===== src/rtl/core/tkm_pkg.sv =====
// ----------------------------------------------------------------------------
// tkm_pkg
// Shared types and constants of the trie keyword matcher: request fields,
// the queued item record, operation, status and state codes.
// ----------------------------------------------------------------------------
package tkm_pkg;

  // default node table size and fixed alphabet
  localparam int NODE_COUNT_DEF = 256;
  localparam int ALPHABET_SIZE  = 256;
  localparam int CHAR_W         = 8;
  localparam int VALUE_W        = 16;
  localparam int COUNT_W        = 16;
  localparam int STATUS_W       = 2;

  // stream widths
  localparam int S_DATA_W = 24;
  localparam int S_USER_W = 3;
  localparam int M_DATA_W = 40;
  localparam int M_USER_W = 1;

  // depth of the queue between front and back
  localparam int QUEUE_DEPTH = 4;

  // operation codes
  typedef enum logic [1:0] {
    OP_KCHAR = 2'd0,
    OP_KEND  = 2'd1,
    OP_SCAN  = 2'd2
  } op_t;

  // insert status codes
  typedef enum logic [1:0] {
    STAT_OK   = 2'd0,
    STAT_DUP  = 2'd1,
    STAT_FULL = 2'd2,
    STAT_ZERO = 2'd3
  } status_t;

  // result kinds
  localparam logic KIND_INSERT = 1'b0;
  localparam logic KIND_SCAN   = 1'b1;

  // scan phases
  typedef enum logic [1:0] {
    PH_IDLE  = 2'd0,
    PH_LEAD  = 2'd1,
    PH_WALK  = 2'd2,
    PH_TRAIL = 2'd3
  } phase_t;

  // back end sequencer states
  typedef enum logic [2:0] {
    ST_CLEAR,
    ST_IDLE,
    ST_KCHAR,
    ST_KEND,
    ST_VISIT0,
    ST_WALK,
    ST_VISIT
  } state_t;

  // classified request as it sits in the queue
  typedef struct packed {
    logic [1:0]         op;
    logic               start;
    logic [CHAR_W-1:0]  upc;
    logic               white;
    logic               zero;
    logic [VALUE_W-1:0] value;
  } item_t;

  // back end to front end control
  typedef struct packed {
    logic pop;
    logic clearing;
  } bk_ctrl_t;

endpackage


===== src/rtl/core/tkm_front.sv =====
// ----------------------------------------------------------------------------
// tkm_front
// Front end: accepts requests, upper-cases and classifies the byte, and
// holds the classified items in a short queue for the back end.
// ----------------------------------------------------------------------------
module tkm_front (
  input  logic                          clk,
  input  logic                          rst,
  input  logic                          s_tvalid,
  output logic                          s_tready,
  input  logic [tkm_pkg::S_DATA_W-1:0]  s_tdata,
  input  logic [tkm_pkg::S_USER_W-1:0]  s_tuser,
  input  tkm_pkg::bk_ctrl_t             ctrl,
  output logic                          head_valid,
  output tkm_pkg::item_t                head
);

  localparam int QPW = $clog2(tkm_pkg::QUEUE_DEPTH);
  localparam int QCW = $clog2(tkm_pkg::QUEUE_DEPTH + 1);

  tkm_pkg::item_t q [tkm_pkg::QUEUE_DEPTH];
  logic [QPW-1:0] wr_ptr;
  logic [QPW-1:0] rd_ptr;
  logic [QCW-1:0] fill;
  logic           push;
  logic           pop;
  logic [7:0]     c;
  tkm_pkg::item_t item;

  // classify the incoming byte
  always_comb begin
    c          = s_tdata[7:0];
    item.op    = s_tuser[1:0];
    item.start = s_tuser[2];
    item.value = s_tdata[23:8];
    item.zero  = (c == 8'd0);
    item.white = (c == 8'd32) || (c inside {[8'd9:8'd13]});
    item.upc   = (c inside {[8'd97:8'd122]}) ? (c - 8'd32) : c;
  end

  // handshake, held off while the tables are being cleared
  assign s_tready   = (fill != QCW'(tkm_pkg::QUEUE_DEPTH)) && !ctrl.clearing;
  assign push       = s_tvalid && s_tready;
  assign pop        = ctrl.pop && head_valid;
  assign head_valid = (fill != '0);
  assign head       = q[rd_ptr];

  // queue storage
  always_ff @(posedge clk) begin
    if (push) begin
      q[wr_ptr] <= item;
    end
  end

  // queue pointers and fill level
  always_ff @(posedge clk) begin
    if (rst) begin
      wr_ptr <= '0;
      rd_ptr <= '0;
      fill   <= '0;
    end else begin
      if (push) wr_ptr <= wr_ptr + QPW'(1);
      if (pop)  rd_ptr <= rd_ptr + QPW'(1);
      if (push && !pop)      fill <= fill + QCW'(1);
      else if (pop && !push) fill <= fill - QCW'(1);
    end
  end

endmodule


===== config.mk =====
export PLATFORM = sky130hd
export DESIGN_NAME = tkm_front
export DESIGN_NICKNAME = d
export VERILOG_FILES = /design/src/rtl/core/tkm_pkg.sv /design/src/rtl/core/tkm_front.sv
export SDC_FILE = /design/constraint.sdc
export NUM_CORES = 1
export LEC_CHECK = 0
export BUFFER_PORTS_ARGS = -buffer_cell sky130_fd_sc_hd__buf_2
export CORE_MARGIN = 3
export CORE_UTILIZATION = 51
export DETAILED_ROUTE_END_ITERATION = 8
export GPL_TIMING_DRIVEN = 0
export PLACE_DENSITY = 0.82
export SYNTH_ARGS = -nofsm -noshare
export SYNTH_HDL_FRONTEND = slang
export SYNTH_SLANG_ARGS = --single-unit

===== constraint.sdc =====
create_clock -name clk -period 2.3 [get_ports clk]
set_clock_uncertainty 0.15 [all_clocks]
set_input_delay 0.345 -clock clk [delete_from_list [all_inputs] [get_ports clk]]
set_output_delay 0.345 -clock clk [all_outputs]
set_load 0.01 [all_outputs]

Word level (Yosys, flattened, before mapping):

Memory sizes are Yosys's and may differ from the RTL's. A register that Yosys moved wholly into a read port is not among the register bits.
Cells that the tools add are included.
W data, S select, Z words.

* flip-flop bits (word level): 7
* bits in latches: 0
* RAM bits: 116
* ROM bits: 0
* output and inout port bits: 31
* memories kept: 1

Memories
* q: words 4, bits a word 29, rd ports 1, clocked after Yosys merged registers in 1, write ports 1, RTL line tkm_front.sv:21 `tkm_pkg::item_t q [tkm_pkg::QUEUE_DEPTH];`

* $add $sub $neg: 5
* multipliers: 0
* divide/modulo/power cells: 0
* order comparisons: 4
* eq/ne operators: 2
* shifts and indexed selects: 0
* multiplexer cells: 7
* bitwise logic cells: 0
* reductions and logical operators: 14

Operator list (count)
* $eq A8 B6 Y1 const B: 1
* $ge A8 B4 Y1 const B: 1
* $ge A8 B7 Y1 const B: 1
* $le A8 B4 Y1 const B: 1
* $le A8 B7 Y1 const B: 1
* $logic_not A8 Y1: 1
* $mux W8: 1
* $sub A8 B6 Y8 const B: 1
* $logic_and A1 B1 Y1: 7
* $mux W3: 2
* $add A2 B1 Y2 const B: 2
* $mux W2: 2
* $add A3 B1 Y3 const B: 1
* $logic_not A1 Y1: 3
* $ne A3 B3 Y1 const B: 1
* $reduce_bool A3 Y1: 1
* $sub A3 B1 Y3 const B: 1
* $mux W1: 2
* $reduce_bool A2 Y1: 1
* $logic_or A1 B1 Y1: 1

Longest topological paths before layout:

Gate-level depths: netlist (run 1).

* depth in word-level cells: 7
* depth in mapped cells: 8
* depth with buffers taken out: 8

Worst setup path after synthesis (run 1):

OpenSTA, ideal clock, no wires.

* path type: reg2reg
* from: reg fill[0]
* to: reg fill[2]
* arrival: 2.068 ns
* required time: 2.080 ns
* slack: 0.012 ns
* cell stages (with the launch flop): 9
* buffers on the path: 0
* clock period less this slack: 2.288 ns
* cells stage by stage: dfxtp_1 nor2_1 a21oi_1 ha_1 inv_1 fa_1 xor2_1 or3_1 a21oi_1

* word-level cells in the longest chain between the ends: 6
* elaborated cells on any way between the ends: 14
* those cells by class: add/sub (2); eq/ne (1); mux (2); reduce/logical (9)

RTL lines
* start, declared: RTL line tkm_front.sv:24 `logic [QCW-1:0] fill;`
* start signal, assigned: RTL line tkm_front.sv:64 `if (push && !pop) fill <= fill + QCW'(1);`
* start signal, assigned: RTL line tkm_front.sv:65 `else if (pop && !push) fill <= fill - QCW'(1);`
* $ne A3 B3 Y1 *: RTL line tkm_front.sv:42 `assign s_tready = (fill != QCW'(tkm_pkg::QUEUE_DEPTH)) && !ctrl.clearing;`
* $logic_and A1 B1 Y1 *: RTL line tkm_front.sv:42
* $logic_and A1 B1 Y1 *: RTL line tkm_front.sv:43 `assign push = s_tvalid && s_tready;`
* via push: RTL line tkm_front.sv:25 `logic push;`
* $logic_not A1 Y1: RTL line tkm_front.sv:65
* $logic_and A1 B1 Y1: RTL line tkm_front.sv:65
* $reduce_bool A2 Y1 (no source line)

Mark *: on every way through the listed nets, which the timed path passes. The rest lies on a longest branch. The select of a mux whose other input is x is not followed.
A chain may end at the register's enable or synchronous reset.

==> results.txt, run 1 <==
----------------------------------------------------
[Yosys]
  Fraction of the yosys area taken by sequential cells ... between 70% and 80%
  Prevailing post-synth register cell ... edfxtp_1
  Post-synthesis average cell area ... approximately 22 um^2
  Post-synthesis instance area ... around 0.0048 mm^2
  Largest cells by area after synthesis ... edfxtp_1, mux4_2, dfxtp_1, ha_1, xor2_1
  Number of synthesized flops with an enable pin ... ~120
  Post-synthesis async set-or-reset flop share ... 0%
  Cell type with the highest aggregate area in the netlist ... edfxtp_1
  Number of synthesized register bits ... approximately 130
  Top cells by instance count after synthesis ... edfxtp_1, mux4_2, dfxtp_1
  Number of different library cells in the post-synthesis netlist ... 34
  Yosys warnings ... 0
  Syn_nets ... approximately 260
  Share of the synthesized area in the top cell type ... ~73%
  Count leader, synth ... edfxtp_1
  Number of instances in the synthesized netlist ... between 200 and 250

[Job]
  Maximum Capacitance Violations ... 0

[Drt]
  Average vias per placed instance ... between 5 and 6
  Total vias in the final route ... around 2500
  Violation count after the first detailed-route iteration ... 85
  Antenna Violating Nets Remaining ... 0
  Avg WL per Cell ... 18.6 um
  DRC errors left ... 0
  Drt total wl ... 8.30 mm
  Drt pass-1 iters ... 4

[Setup path]
  CP Class ... flop to primary output
  Crit start category ... flop
  Critical path buffers and inverters ... 3
  Flop2flop setup slack ... 0.10 ns
  Kind of cell adding the most delay to the critical path ... multiplexers
  Cell Chain, Critical Path ... buf_8 > buf_12 > mux4_2 > buf_6
  Data arrival time of the critical path ... approximately 1.8 ns
  FF-to-FF Start ... fill[1]
  Number of cells on the worst reg-to-reg path ... 7
  Top fanout value on the critical path ... 10
  Cell with the biggest individual delay on the critical path ... mux4_2
  Element type at the critical path end ... primary output
  Worst Path Required ... about 1.8 ns
  Stage delay of the slowest cell on the critical path ... approximately 0.53 ns
  Reg-to-reg endpoint ... fill[2]

[STA]
  Final number of setup-violating endpoints ... 0
  Crit share post-route ... a little under 100%
  Clock period minus final worst setup slack ... 2.29 ns
  Final hold violation count ... 0
  Relative slew margins ... between 40% and 50%
  Number of pins with negative max-slew slack in the final report ... 0
  RSZ-0062 raised after global routing ... yes
  Max Fclk ... 0.437 GHz
  Least-Margin Pin Slew ... just over 0.8 ns

[Global routing]
  First-pass GRT wire length ... approximately 13 mm
  Total grt overflow ... 0
  Pin count of the biggest net entering global routing ... 30
  Number of antenna violations at the first check in global routing ... 0
  Total routing resource utilization after global routing ... roughly 17%
  Number of global-route vias before repair ... 2642

[Placed design]
  DP Wirelength ... around 4.8 mm
  Routability congestion estimate from global placement ... about 0.76
  Placed Cells ... slightly below 400
  PortBufs ... 61
  Placed standard-cell area ... about 0.0052 mm^2

[Hold path]
  Type of the tightest min-delay check ... input pin to flop
  Worst min-delay path startpoint ... rst
  Hold worst-path end ... fill[0]
  Number of instances on the worst hold path ... 2

[Run status]
  Result of the run ... completed

[Final layout]
  Count of antenna diodes in the layout ... 0
  Fill cell instance count of the final layout ... 538
  Layout cell share with drive strength beyond 1 ... around 41%
  Non-filler instance count after layout ... approximately 450
  Growth of design area from synthesis to finish ... 28.6%
  Final Cell Area ... 0.00616 mm^2
  Final core utilization ... 68.9%
  Multi-input combinational cell area ... 0.00108 mm^2
  Final layout net count ... 367
  FF+latch area ... 0.00367 mm^2

[Power]
  Worst ir drop on vdd ... 0.591 mV
  Static leakage ... 0.00217 uW
  Power density over the cells ... around 1100 mW/mm^2

[Clock tree]
  Number of H-tree branching levels ... 4
  Maximum count of clock buffers along a single path ... 2
  Number of buffers created by CTS ... 17
  Clock sinks ... between 100 and 150
  CTS tree ... done
  Clock slew at reported path FFs ... around 0.060 ns
  Latest clock arrival within the worst-skew pair ... 0.51 ns
  Clock Tree Root ... clkbuf_8

[Die]
  Width of the chip ... approximately 100 um
  Die extent in y ... roughly 100 um
  Die ar. ... 0.0106 mm^2
  Initial cell density of the core ... a little over half
  Core box area ... 0.00893 mm^2
  Count of boundary I/O pins ... 63
  Site row count ... 34

----------------------------------------------------
-- cells by family (layout without fill, tap and decap cells) --
kind of cell,Yosys count,in the layout,synth area share [%]
buffers and inverters,14,131,1.25
XOR/XNOR,4,4,0.731
multiplexers,32,32,14.3
adder cells (fa/ha/maj),8,8,2.25
AND/OR/NAND/NOR,25,25,2.90
flip-flops,125,125,76.5
AO/OA/AOI/OAI,13,13,2.09
-- registers in the layout, indices dropped and copies added (netlist names), named ones only --
| register | cells |
|---|---|
| wr_ptr | 2 |
| q | 116 |
| fill | 3 |
| rd_ptr | 2 |
-- timing repair --
| item | CTS | global route |
|---|---|---|
| endpoints found under the setup margin | 146 | 23 |
| hold buffers | 24 | 0 |
| pin swaps | 1 | 0 |
| hold endpoints to repair | 96 | 0 |
| gates resized for setup | 16 | 14 |
| buffers inserted | 2 | 0 |
-- metrics by stage --
stage / power [uW] / setup TNS [ns] / hold WS (ns) / setup WS (ns)
finish: 6570 / 0 / 0.0573 / 0.0129
global route: 6870 / -0.608 / 0.0591 / -0.0555
CTS: 6530 / -0.0261 / 0.0381 / -0.0183
detailed placement: 4010 / -6.72 / 0.377 / -0.269
global placement: 3980 / -61.96 / 0.349 / -0.544
floorplan: 3590 / 0 / 0.294 / 0.0119
-- per-layer routing --
layer  global-route usage (%)  vias up  routed length, um
li1                         -     1124                  -
met1                     21.2     1250               3420
met2                     28.5       93               4280
met3                     6.22        8                526
met4                     5.98        0                 78
met5                        0        -                  0
-- cell usage in the layout (no fill, tap or decap), types with 7 or more instances in the layout --
| cell type | synthesis | layout |
|---|---|---|
| dfxtp_1 | 9 | 7 |
| clkbuf_16 | 0 | 16 |
| ha_1 | 7 | 7 |
| inv_1 | 7 | 7 |
| edfxtp_1 | 116 | 116 |
| clkinv_2 | 0 | 7 |
| buf_6 | 0 | 15 |
| buf_2 | 3 | 48 |
| mux4_2 | 29 | 29 |
| nor2_1 | 8 | 8 |
| dlygate4sd3_1 | 0 | 24 |
-- worst max path at each step --
stage	start	endpoint	slack, ns	cells past startpoint
floorplan	fill[0]	fill[2]	0.01	8
global placement	ctrl[0]	q[3][13]	-0.54	4
detailed placement	ctrl[0]	fill[2]	-0.27	9
CTS	flop	head[21]	-0.02	4
global route	flop	head[22]	-0.06	4
finish	flop	head[22]	0.01	4
-- area by class of cell --
type	count	area share, %
Multi-Input combinational cell	82	17.5
Clock inverter	11	1.67
Tap cell	108	2.19
Timing Repair Buffer	87	10.6
Buffer	7	1.20
Sequential cell	125	59.5
Clock buffer	19	6.85
Inverter	7	0.427
-- power breakdown --
| group | switching (uW) | total, uW | internal, uW | leakage [uW] |
|---|---|---|---|---|
| sequential | 71.9 | 2710 | 2630 | 0.00113 |
| clock | 844 | 2340 | 1500 | 0.000265 |
| combinational | 660 | 1520 | 861 | 0.000775 |
-- worst register-to-register path, delay by kind of cell (launching register included) --
family                   cells  cell delay (ns)
adder cells (fa/ha/maj)      2             0.61
flip-flops                   1             0.36
AND/OR/NAND/NOR              1             0.31
buffers and inverters        1             0.06
XOR/XNOR                     1             0.18
AO/OA/AOI/OAI                2             0.46
Power figures use the tool's default switching activity.
==> inputs of run 2 (changes only) <==
--- a/config.mk
+++ b/config.mk
@@ -11,6 +11,7 @@
 export DETAILED_ROUTE_END_ITERATION = 8
 export GPL_TIMING_DRIVEN = 0
 export PLACE_DENSITY = 0.82
+export REMOVE_ABC_BUFFERS = 1
 export SYNTH_ARGS = -nofsm -noshare
 export SYNTH_HDL_FRONTEND = slang
 export SYNTH_SLANG_ARGS = --single-unit
==> run 2 against run 1 <==
Fmax grew 1.2%. Die area stayed put. Sequential share of layout area fell by 0.89 points. Critical path type unchanged. Power is 6.4% higher. Global-route usage grew 0.24 points.
==> results.txt, run 2 (synthesis gave the netlist of run 1 again) <==
----------------------------------------------------
[STA]
  Least-Margin Pin Slew ... 0.816 ns (+0.00180 ns)
  Max Fclk ... 0.443 GHz (+1.2%)
  Final number of setup-violating endpoints ... 0 (unchanged)
  Worst hold slack ... 0.0732 ns (+0.0159 ns)
  Final TNS setup ... 0 ns (unchanged)
  Number of pins with negative max-slew slack in the final report ... 0 (unchanged)
  Crit share post-route ... 98.2% (-1.2 points)
  Final hold violation count ... 0 (unchanged)
  Relative slew margins ... 45.6% (-0.12 points)
  Clock period minus final worst setup slack ... 2.26 ns (-0.0281 ns)
  RSZ-0062 raised after global routing ... yes

[Final layout]
  Register ranked first by flip-flop count ... q
  Max reg flops ... 116 (unchanged)
  Biggest registers after layout ... q (116), fill (3)
  Most used cells in the layout excluding fill and tap cells ... edfxtp_1, buf_2, mux4_2, dlygate4sd3_1, clkbuf_16
  Growth of design area from synthesis to finish ... 30.9%
  Layout cell share with drive strength beyond 1 ... 41.5% (+1.0 points)
  Most common cell after layout, fill and taps aside ... edfxtp_1
  Count of antenna diodes in the layout ... 0 (unchanged)
  Final core utilization ... 70.2% (+1.2 points)
  Final layout net count ... 364 (-0.82%)

[Job]
  Maximum Capacitance Violations ... 0 (unchanged)

[Global routing]
  Total grt overflow ... 0 (unchanged)
  Pin count of the biggest net entering global routing ... 30 (unchanged)
  Total routing resource utilization after global routing ... 17.5% (+0.24 points)
  First-pass GRT wire length ... 13.1 mm (-0.74%)
  Number of antenna violations at the first check in global routing ... 0 (unchanged)
  Number of global-route vias before repair ... 2542 (-3.8%)

[Clock tree]
  Clock Tree Root ... clkbuf_8
  Number of buffers created by CTS ... 17 (unchanged)
  CTS tree ... done
  Number of H-tree branching levels ... 4 (unchanged)
  Maximum count of clock buffers along a single path ... 2 (unchanged)
  Clock slew at reported path FFs ... 0.06 ns (about the same)
  Clock sinks ... 125 (unchanged)
  Latest clock arrival within the worst-skew pair ... 0.50 ns (about the same)

[Drt]
  Total vias in the final route ... 2427 (-1.9%)
  Violation count after the first detailed-route iteration ... 98 (+15%)
  Antenna Violating Nets Remaining ... 0 (unchanged)
  Avg WL per Cell ... 19.5 um (+4.9%)
  DRC errors left ... 0 (unchanged)
  Drt total wl ... 8.69 mm (+4.7%)
  Drt pass-1 iters ... 4 (unchanged)
  Average vias per placed instance ... 5.45 (-1.7%)

[Setup path]
  Cell with the biggest individual delay on the critical path ... mux4_2
  Stage delay of the slowest cell on the critical path ... 0.53 ns (about the same)
  CP Class ... flop to primary output
  Top fanout value on the critical path ... 8 (-2)
  Kind of cell adding the most delay to the critical path ... multiplexers
  Element type at the critical path end ... primary output
  Critical path buffers and inverters ... 2 (-1)
  Cell Chain, Critical Path ... clkbuf_16 > mux4_2 > buf_6
  Worst Path Required ... 1.80 ns (about the same)
  Crit start category ... flop
  Data arrival time of the critical path ... 1.76 ns (-0.03 ns)

[Hold path]
  Type of the tightest min-delay check ... input pin to flop

[Die]
  Die ar. ... 0.0106 mm^2 (unchanged)
  Die extent in y ... 103 um (unchanged)
  Count of boundary I/O pins ... 63 (unchanged)
  Initial cell density of the core ... 53.6% (unchanged)
  Core box area ... 0.00893 mm^2 (unchanged)
  Site row count ... 34 (unchanged)
  Width of the chip ... 103 um (unchanged)

[Power]
  Static leakage ... 0.00219 uW (+0.63%)
  Worst ir drop on vdd ... 0.671 mV (+13%)
  Power density over the cells ... 1110 mW/mm^2 (+4.5%)

[Placed design]
  Routability congestion estimate from global placement ... 0.671 (-11%)
  PortBufs ... 62 (+1.6%)
  DP Wirelength ... 4.82 mm (-0.55%)

[Run status]
  Result of the run ... completed

----------------------------------------------------
## run 2: cell types whose count changed in the layout (fill, tap and decap cells not counted), moves of 2 or more
cell	before	now
buf_2	48	46
bufinv_16	2	4
clkbuf_1	3	0
clkinv_2	7	1
clkinv_4	0	2
clkinvlp_4	0	5
dfxtp_1	7	5
dfxtp_4	0	3
## run 2: routing by layer
metal | global-route usage [%] | vias to the layer above | part of all wire [%]
li1 | - | 1120 | -
met1 | 22.1 | 1240 | 41
met2 | 28.1 | 61 | 54
met3 | 6.63 | 6 | 4.2
met4 | 5.98 | 0 | 0.68
met5 | 0 | - | 0
## run 2: area by class of cell
cell class | count | area, um^2
clock inverter | 15 | 196
sequential | 125 | 3680
multi-input combinational | 82 | 1090
clock buffer | 17 | 414
fill | 563 | 2660
inverter | 7 | 26.3
tap | 108 | 135
timing repair buffer | 91 | 733
## run 2: worst paths after layout
check | slack, ns | cells past startpoint | to | start
worst min-delay path | 0.07 | 4 | flop | ctrl[1]
worst max register to register | 0.17 | 7 | fill[2] | fill[1]
worst min register to register | 0.37 | 2 | wr_ptr[1] | wr_ptr[1]
worst max-delay path | 0.04 | 3 | head[27] | flop
## run 2: tightest hold or removal path, cell delays in order
cell and delay (ns):
buf_2 0.12, o31ai_4 0.06, xor2_1 0.09, nor2_1 0.08
## run 2: power by group
| part | internal [uW] | switching (uW) |
|---|---|---|
| clock network | 1750 | 949 |
| registers | 2640 | 126 |
| logic | 879 | 642 |
| total | 5270 | 1720 |
## run 2: timing repair
item / in CTS / in global routing
pin swaps: 1 / 0
cloned: 0 / 1
resized for setup: 6 / 19
hold buffers: 25 / 0
endpoints found under the hold margin: 102 / 0
buffers inserted: 2 / 0
endpoints found under the setup margin: 146 / 19
## run 2: through the flow
stage | power (uW) | setup slack (ns) | cells | cell area (um^2)
floorplan | 3560 | -0.208 | 214 | 4760
CTS | 6830 | -0.00599 | 444 | 6140
finish | 6990 | 0.0410 | 445 | 6270
global placement | 3970 | -0.811 | 384 | 5200
global route | 7280 | -0.0365 | 445 | 6270
detailed placement | 4030 | -0.277 | 385 | 5230
==> inputs of run 3 (changes only) <==
--- a/config.mk
+++ b/config.mk
@@ -6,8 +6,10 @@
 export NUM_CORES = 1
 export LEC_CHECK = 0
 export BUFFER_PORTS_ARGS = -buffer_cell sky130_fd_sc_hd__buf_2
+export CELL_PAD_IN_SITES_DETAIL_PLACEMENT = 1
+export CELL_PAD_IN_SITES_GLOBAL_PLACEMENT = 1
 export CORE_MARGIN = 3
-export CORE_UTILIZATION = 51
+export CORE_UTILIZATION = 45
 export DETAILED_ROUTE_END_ITERATION = 8
 export GPL_TIMING_DRIVEN = 0
 export PLACE_DENSITY = 0.82
==> run 3 against run 2 <==
Register-to-register slack lost 0.09 ns. Fmax shrank 0.52%. Die area grew 13%. Non-clock buffer count is the same. Setup slack lost 0.012 ns. Clock power shrank 11%. Flip-flop and latch count is the same. Global-route usage shrank 1.3 points. Worst hold slack lost 0.00071 ns.
==> results.txt, run 3 (synthesis gave the netlist of run 1 again) <==
----------------------------------------------------
[Final layout]
  Count of antenna diodes in the layout ... 0 (unchanged)
  Most common cell after layout, fill and taps aside ... edfxtp_1
  Biggest registers after layout ... q (116), fill (3)
  Most used cells in the layout excluding fill and tap cells ... edfxtp_1, buf_2, mux4_2, dlygate4sd3_1, buf_6
  Register ranked first by flip-flop count ... q
  Layout cell share with drive strength beyond 1 ... 40.7% (-0.89 points)
  Final layout net count ... 364 (unchanged)
  Final core utilization ... 60.5% (-9.7 points)
  Growth of design area from synthesis to finish ... 30.5%
  Final Cell Area ... 0.00625 mm^2 (-0.34%)
  Max reg flops ... 116 (unchanged)

[Setup path]
  Top fanout value on the critical path ... 13 (+5)
  CP Class ... flop to primary output
  Data arrival time of the critical path ... 1.78 ns (+0.02 ns)
  Worst Path Required ... 1.80 ns (about the same)
  Flop2flop setup slack ... 0.08 ns (-0.09 ns)
  Crit start category ... flop
  Element type at the critical path end ... primary output

[Clock tree]
  Number of buffers created by CTS ... 17 (unchanged)
  CTS tree ... done
  Latest clock arrival within the worst-skew pair ... 0.49 ns (about the same)
  Maximum count of clock buffers along a single path ... 2 (unchanged)
  Number of H-tree branching levels ... 4 (unchanged)
  Clock sinks ... 125 (unchanged)
  Clock slew at reported path FFs ... 0.05 ns (about the same)
  Clock Tree Root ... clkbuf_8

[Power]
  Power density over the cells ... 1070 mW/mm^2 (-4.1%)
  Power, Total ... 6680 uW (-4.4%)
  Static leakage ... 0.00217 uW (-0.59%)
  Worst ir drop on vdd ... 0.458 mV (-32%)

[Placed design]
  DP Wirelength ... 5.21 mm (+8.0%)
  PortBufs ... 62 (unchanged)
  Routability congestion estimate from global placement ... 0.695 (+3.6%)
  Setup slack at placement ... -0.311 ns (-0.0339 ns)
  Placed standard-cell area ... 0.00527 mm^2 (+0.84%)

[STA]
  Worst hold slack ... 0.0725 ns (-0.000709 ns)
  Number of pins with negative max-slew slack in the final report ... 0 (unchanged)
  Relative slew margins ... 46.8% (+1.2 points)
  Clock period minus final worst setup slack ... 2.27 ns (+0.0117 ns)
  Final setup margin ... 0.0293 ns (-0.0117 ns)
  Crit share post-route ... 98.7% (+0.51 points)
  Least-Margin Pin Slew ... 0.798 ns (-0.0177 ns)
  Final hold violation count ... 0 (unchanged)
  Final number of setup-violating endpoints ... 0 (unchanged)
  RSZ-0062 raised after global routing ... yes
  Max Fclk ... 0.440 GHz (-0.52%)

[Job]
  Maximum Capacitance Violations ... 0 (unchanged)

[Die]
  Initial cell density of the core ... 46.4% (-7.2 points)
  Count of boundary I/O pins ... 63 (unchanged)
  Site row count ... 37 (+8.8%)
  Core box area ... 0.0103 mm^2 (+16%)
  Die extent in y ... 109 um (+6.1%)
  Die ar. ... 0.0119 mm^2 (+13%)
  Width of the chip ... 109 um (+6.1%)

[Drt]
  Drt total wl ... 8.75 mm (+0.78%)
  Average vias per placed instance ... 5.09 (-6.7%)
  Avg WL per Cell ... 18.5 um (-5.2%)
  Drt pass-1 iters ... 6 (+2)
  Antenna Violating Nets Remaining ... 0 (unchanged)
  DRC errors left ... 0 (unchanged)
  Violation count after the first detailed-route iteration ... 174 (+78%)
  Total vias in the final route ... 2407 (-0.82%)

[Global routing]
  Total routing resource utilization after global routing ... 16.2% (-1.3 points)
  First-pass GRT wire length ... 13.8 mm (+5.7%)
  Total grt overflow ... 0 (unchanged)
  Pin count of the biggest net entering global routing ... 30 (unchanged)
  Number of antenna violations at the first check in global routing ... 0 (unchanged)
  Number of global-route vias before repair ... 2615 (+2.9%)

[Hold path]
  Type of the tightest min-delay check ... input pin to flop

[Run status]
  Result of the run ... completed

----------------------------------------------------
==> run 3: changes by cell type in the layout (fill, tap and decap cells not counted), moves of 2 or more <==
cell        change
buf_6           +5
buf_2           -5
clkinv_2        +4
bufinv_16       -2
clkinvlp_4      -2
==> run 3: critical path, cell delays in order, from the launching register on <==
cell and delay, ns:
dfxtp_4 0.40, buf_12 0.17, mux4_2 0.56, buf_6 0.15
==> run 3: metal layers <==
| layer | wire length [um] | up-vias | part of all wire, % | track usage (%) |
|---|---|---|---|---|
| met1 | 3680 | 1227 | 42 | 19.8 |
| met4 | 91 | 0 | 1.0 | 5.68 |
| met3 | 282 | 8 | 3.2 | 4.09 |
| li1 | - | 1113 | - | - |
| met5 | 0 | - | 0 | 0 |
| met2 | 4700 | 59 | 54 | 28.0 |
==> run 3: worst paths after layout <==
kind | from | endpoint | depth (start not counted)
worst max-delay path | flop | head[24] | 3
worst min-delay path | ctrl[1] | rd_ptr[0] | 4
worst max register to register | fill[1] | fill[2] | 7
worst min register to register | wr_ptr[1] | wr_ptr[1] | 2
==> run 3: final cells by class <==
cell class | instances | area (um^2)
inverters | 7 | 26.3
fillers | 892 | 4080
flip-flops and latches | 125 | 3670
clock inverters | 14 | 128
repair buffers | 91 | 754
well taps | 136 | 170
clock buffers | 18 | 418
multi-input cells | 82 | 1080
==> run 3: power by group <==
part	switching, uW	internal [uW]	total, uW
combinational	622	901	1520
sequential	123	2640	2760
clock	880	1520	2400
==> run 3: what timing repair did <==
action | in CTS | in global routing
setup buffers | 3 | 0
hold endpoints to repair | 103 | 0
setup endpoints to repair | 146 | 58
pin swaps | 1 | 0
gates resized for setup | 4 | 22
hold buffers | 25 | 0
cloned | 0 | 0
==> run 3: stage by stage <==
stage          TNS [ns]  instances
2_1_floorplan     -6.03        214
3_3_place_gp     -89.34        412
3_5_place_dp      -9.98        413
4_1_cts        -0.00705        473
5_1_grt          -0.478        473
6_report              0        473
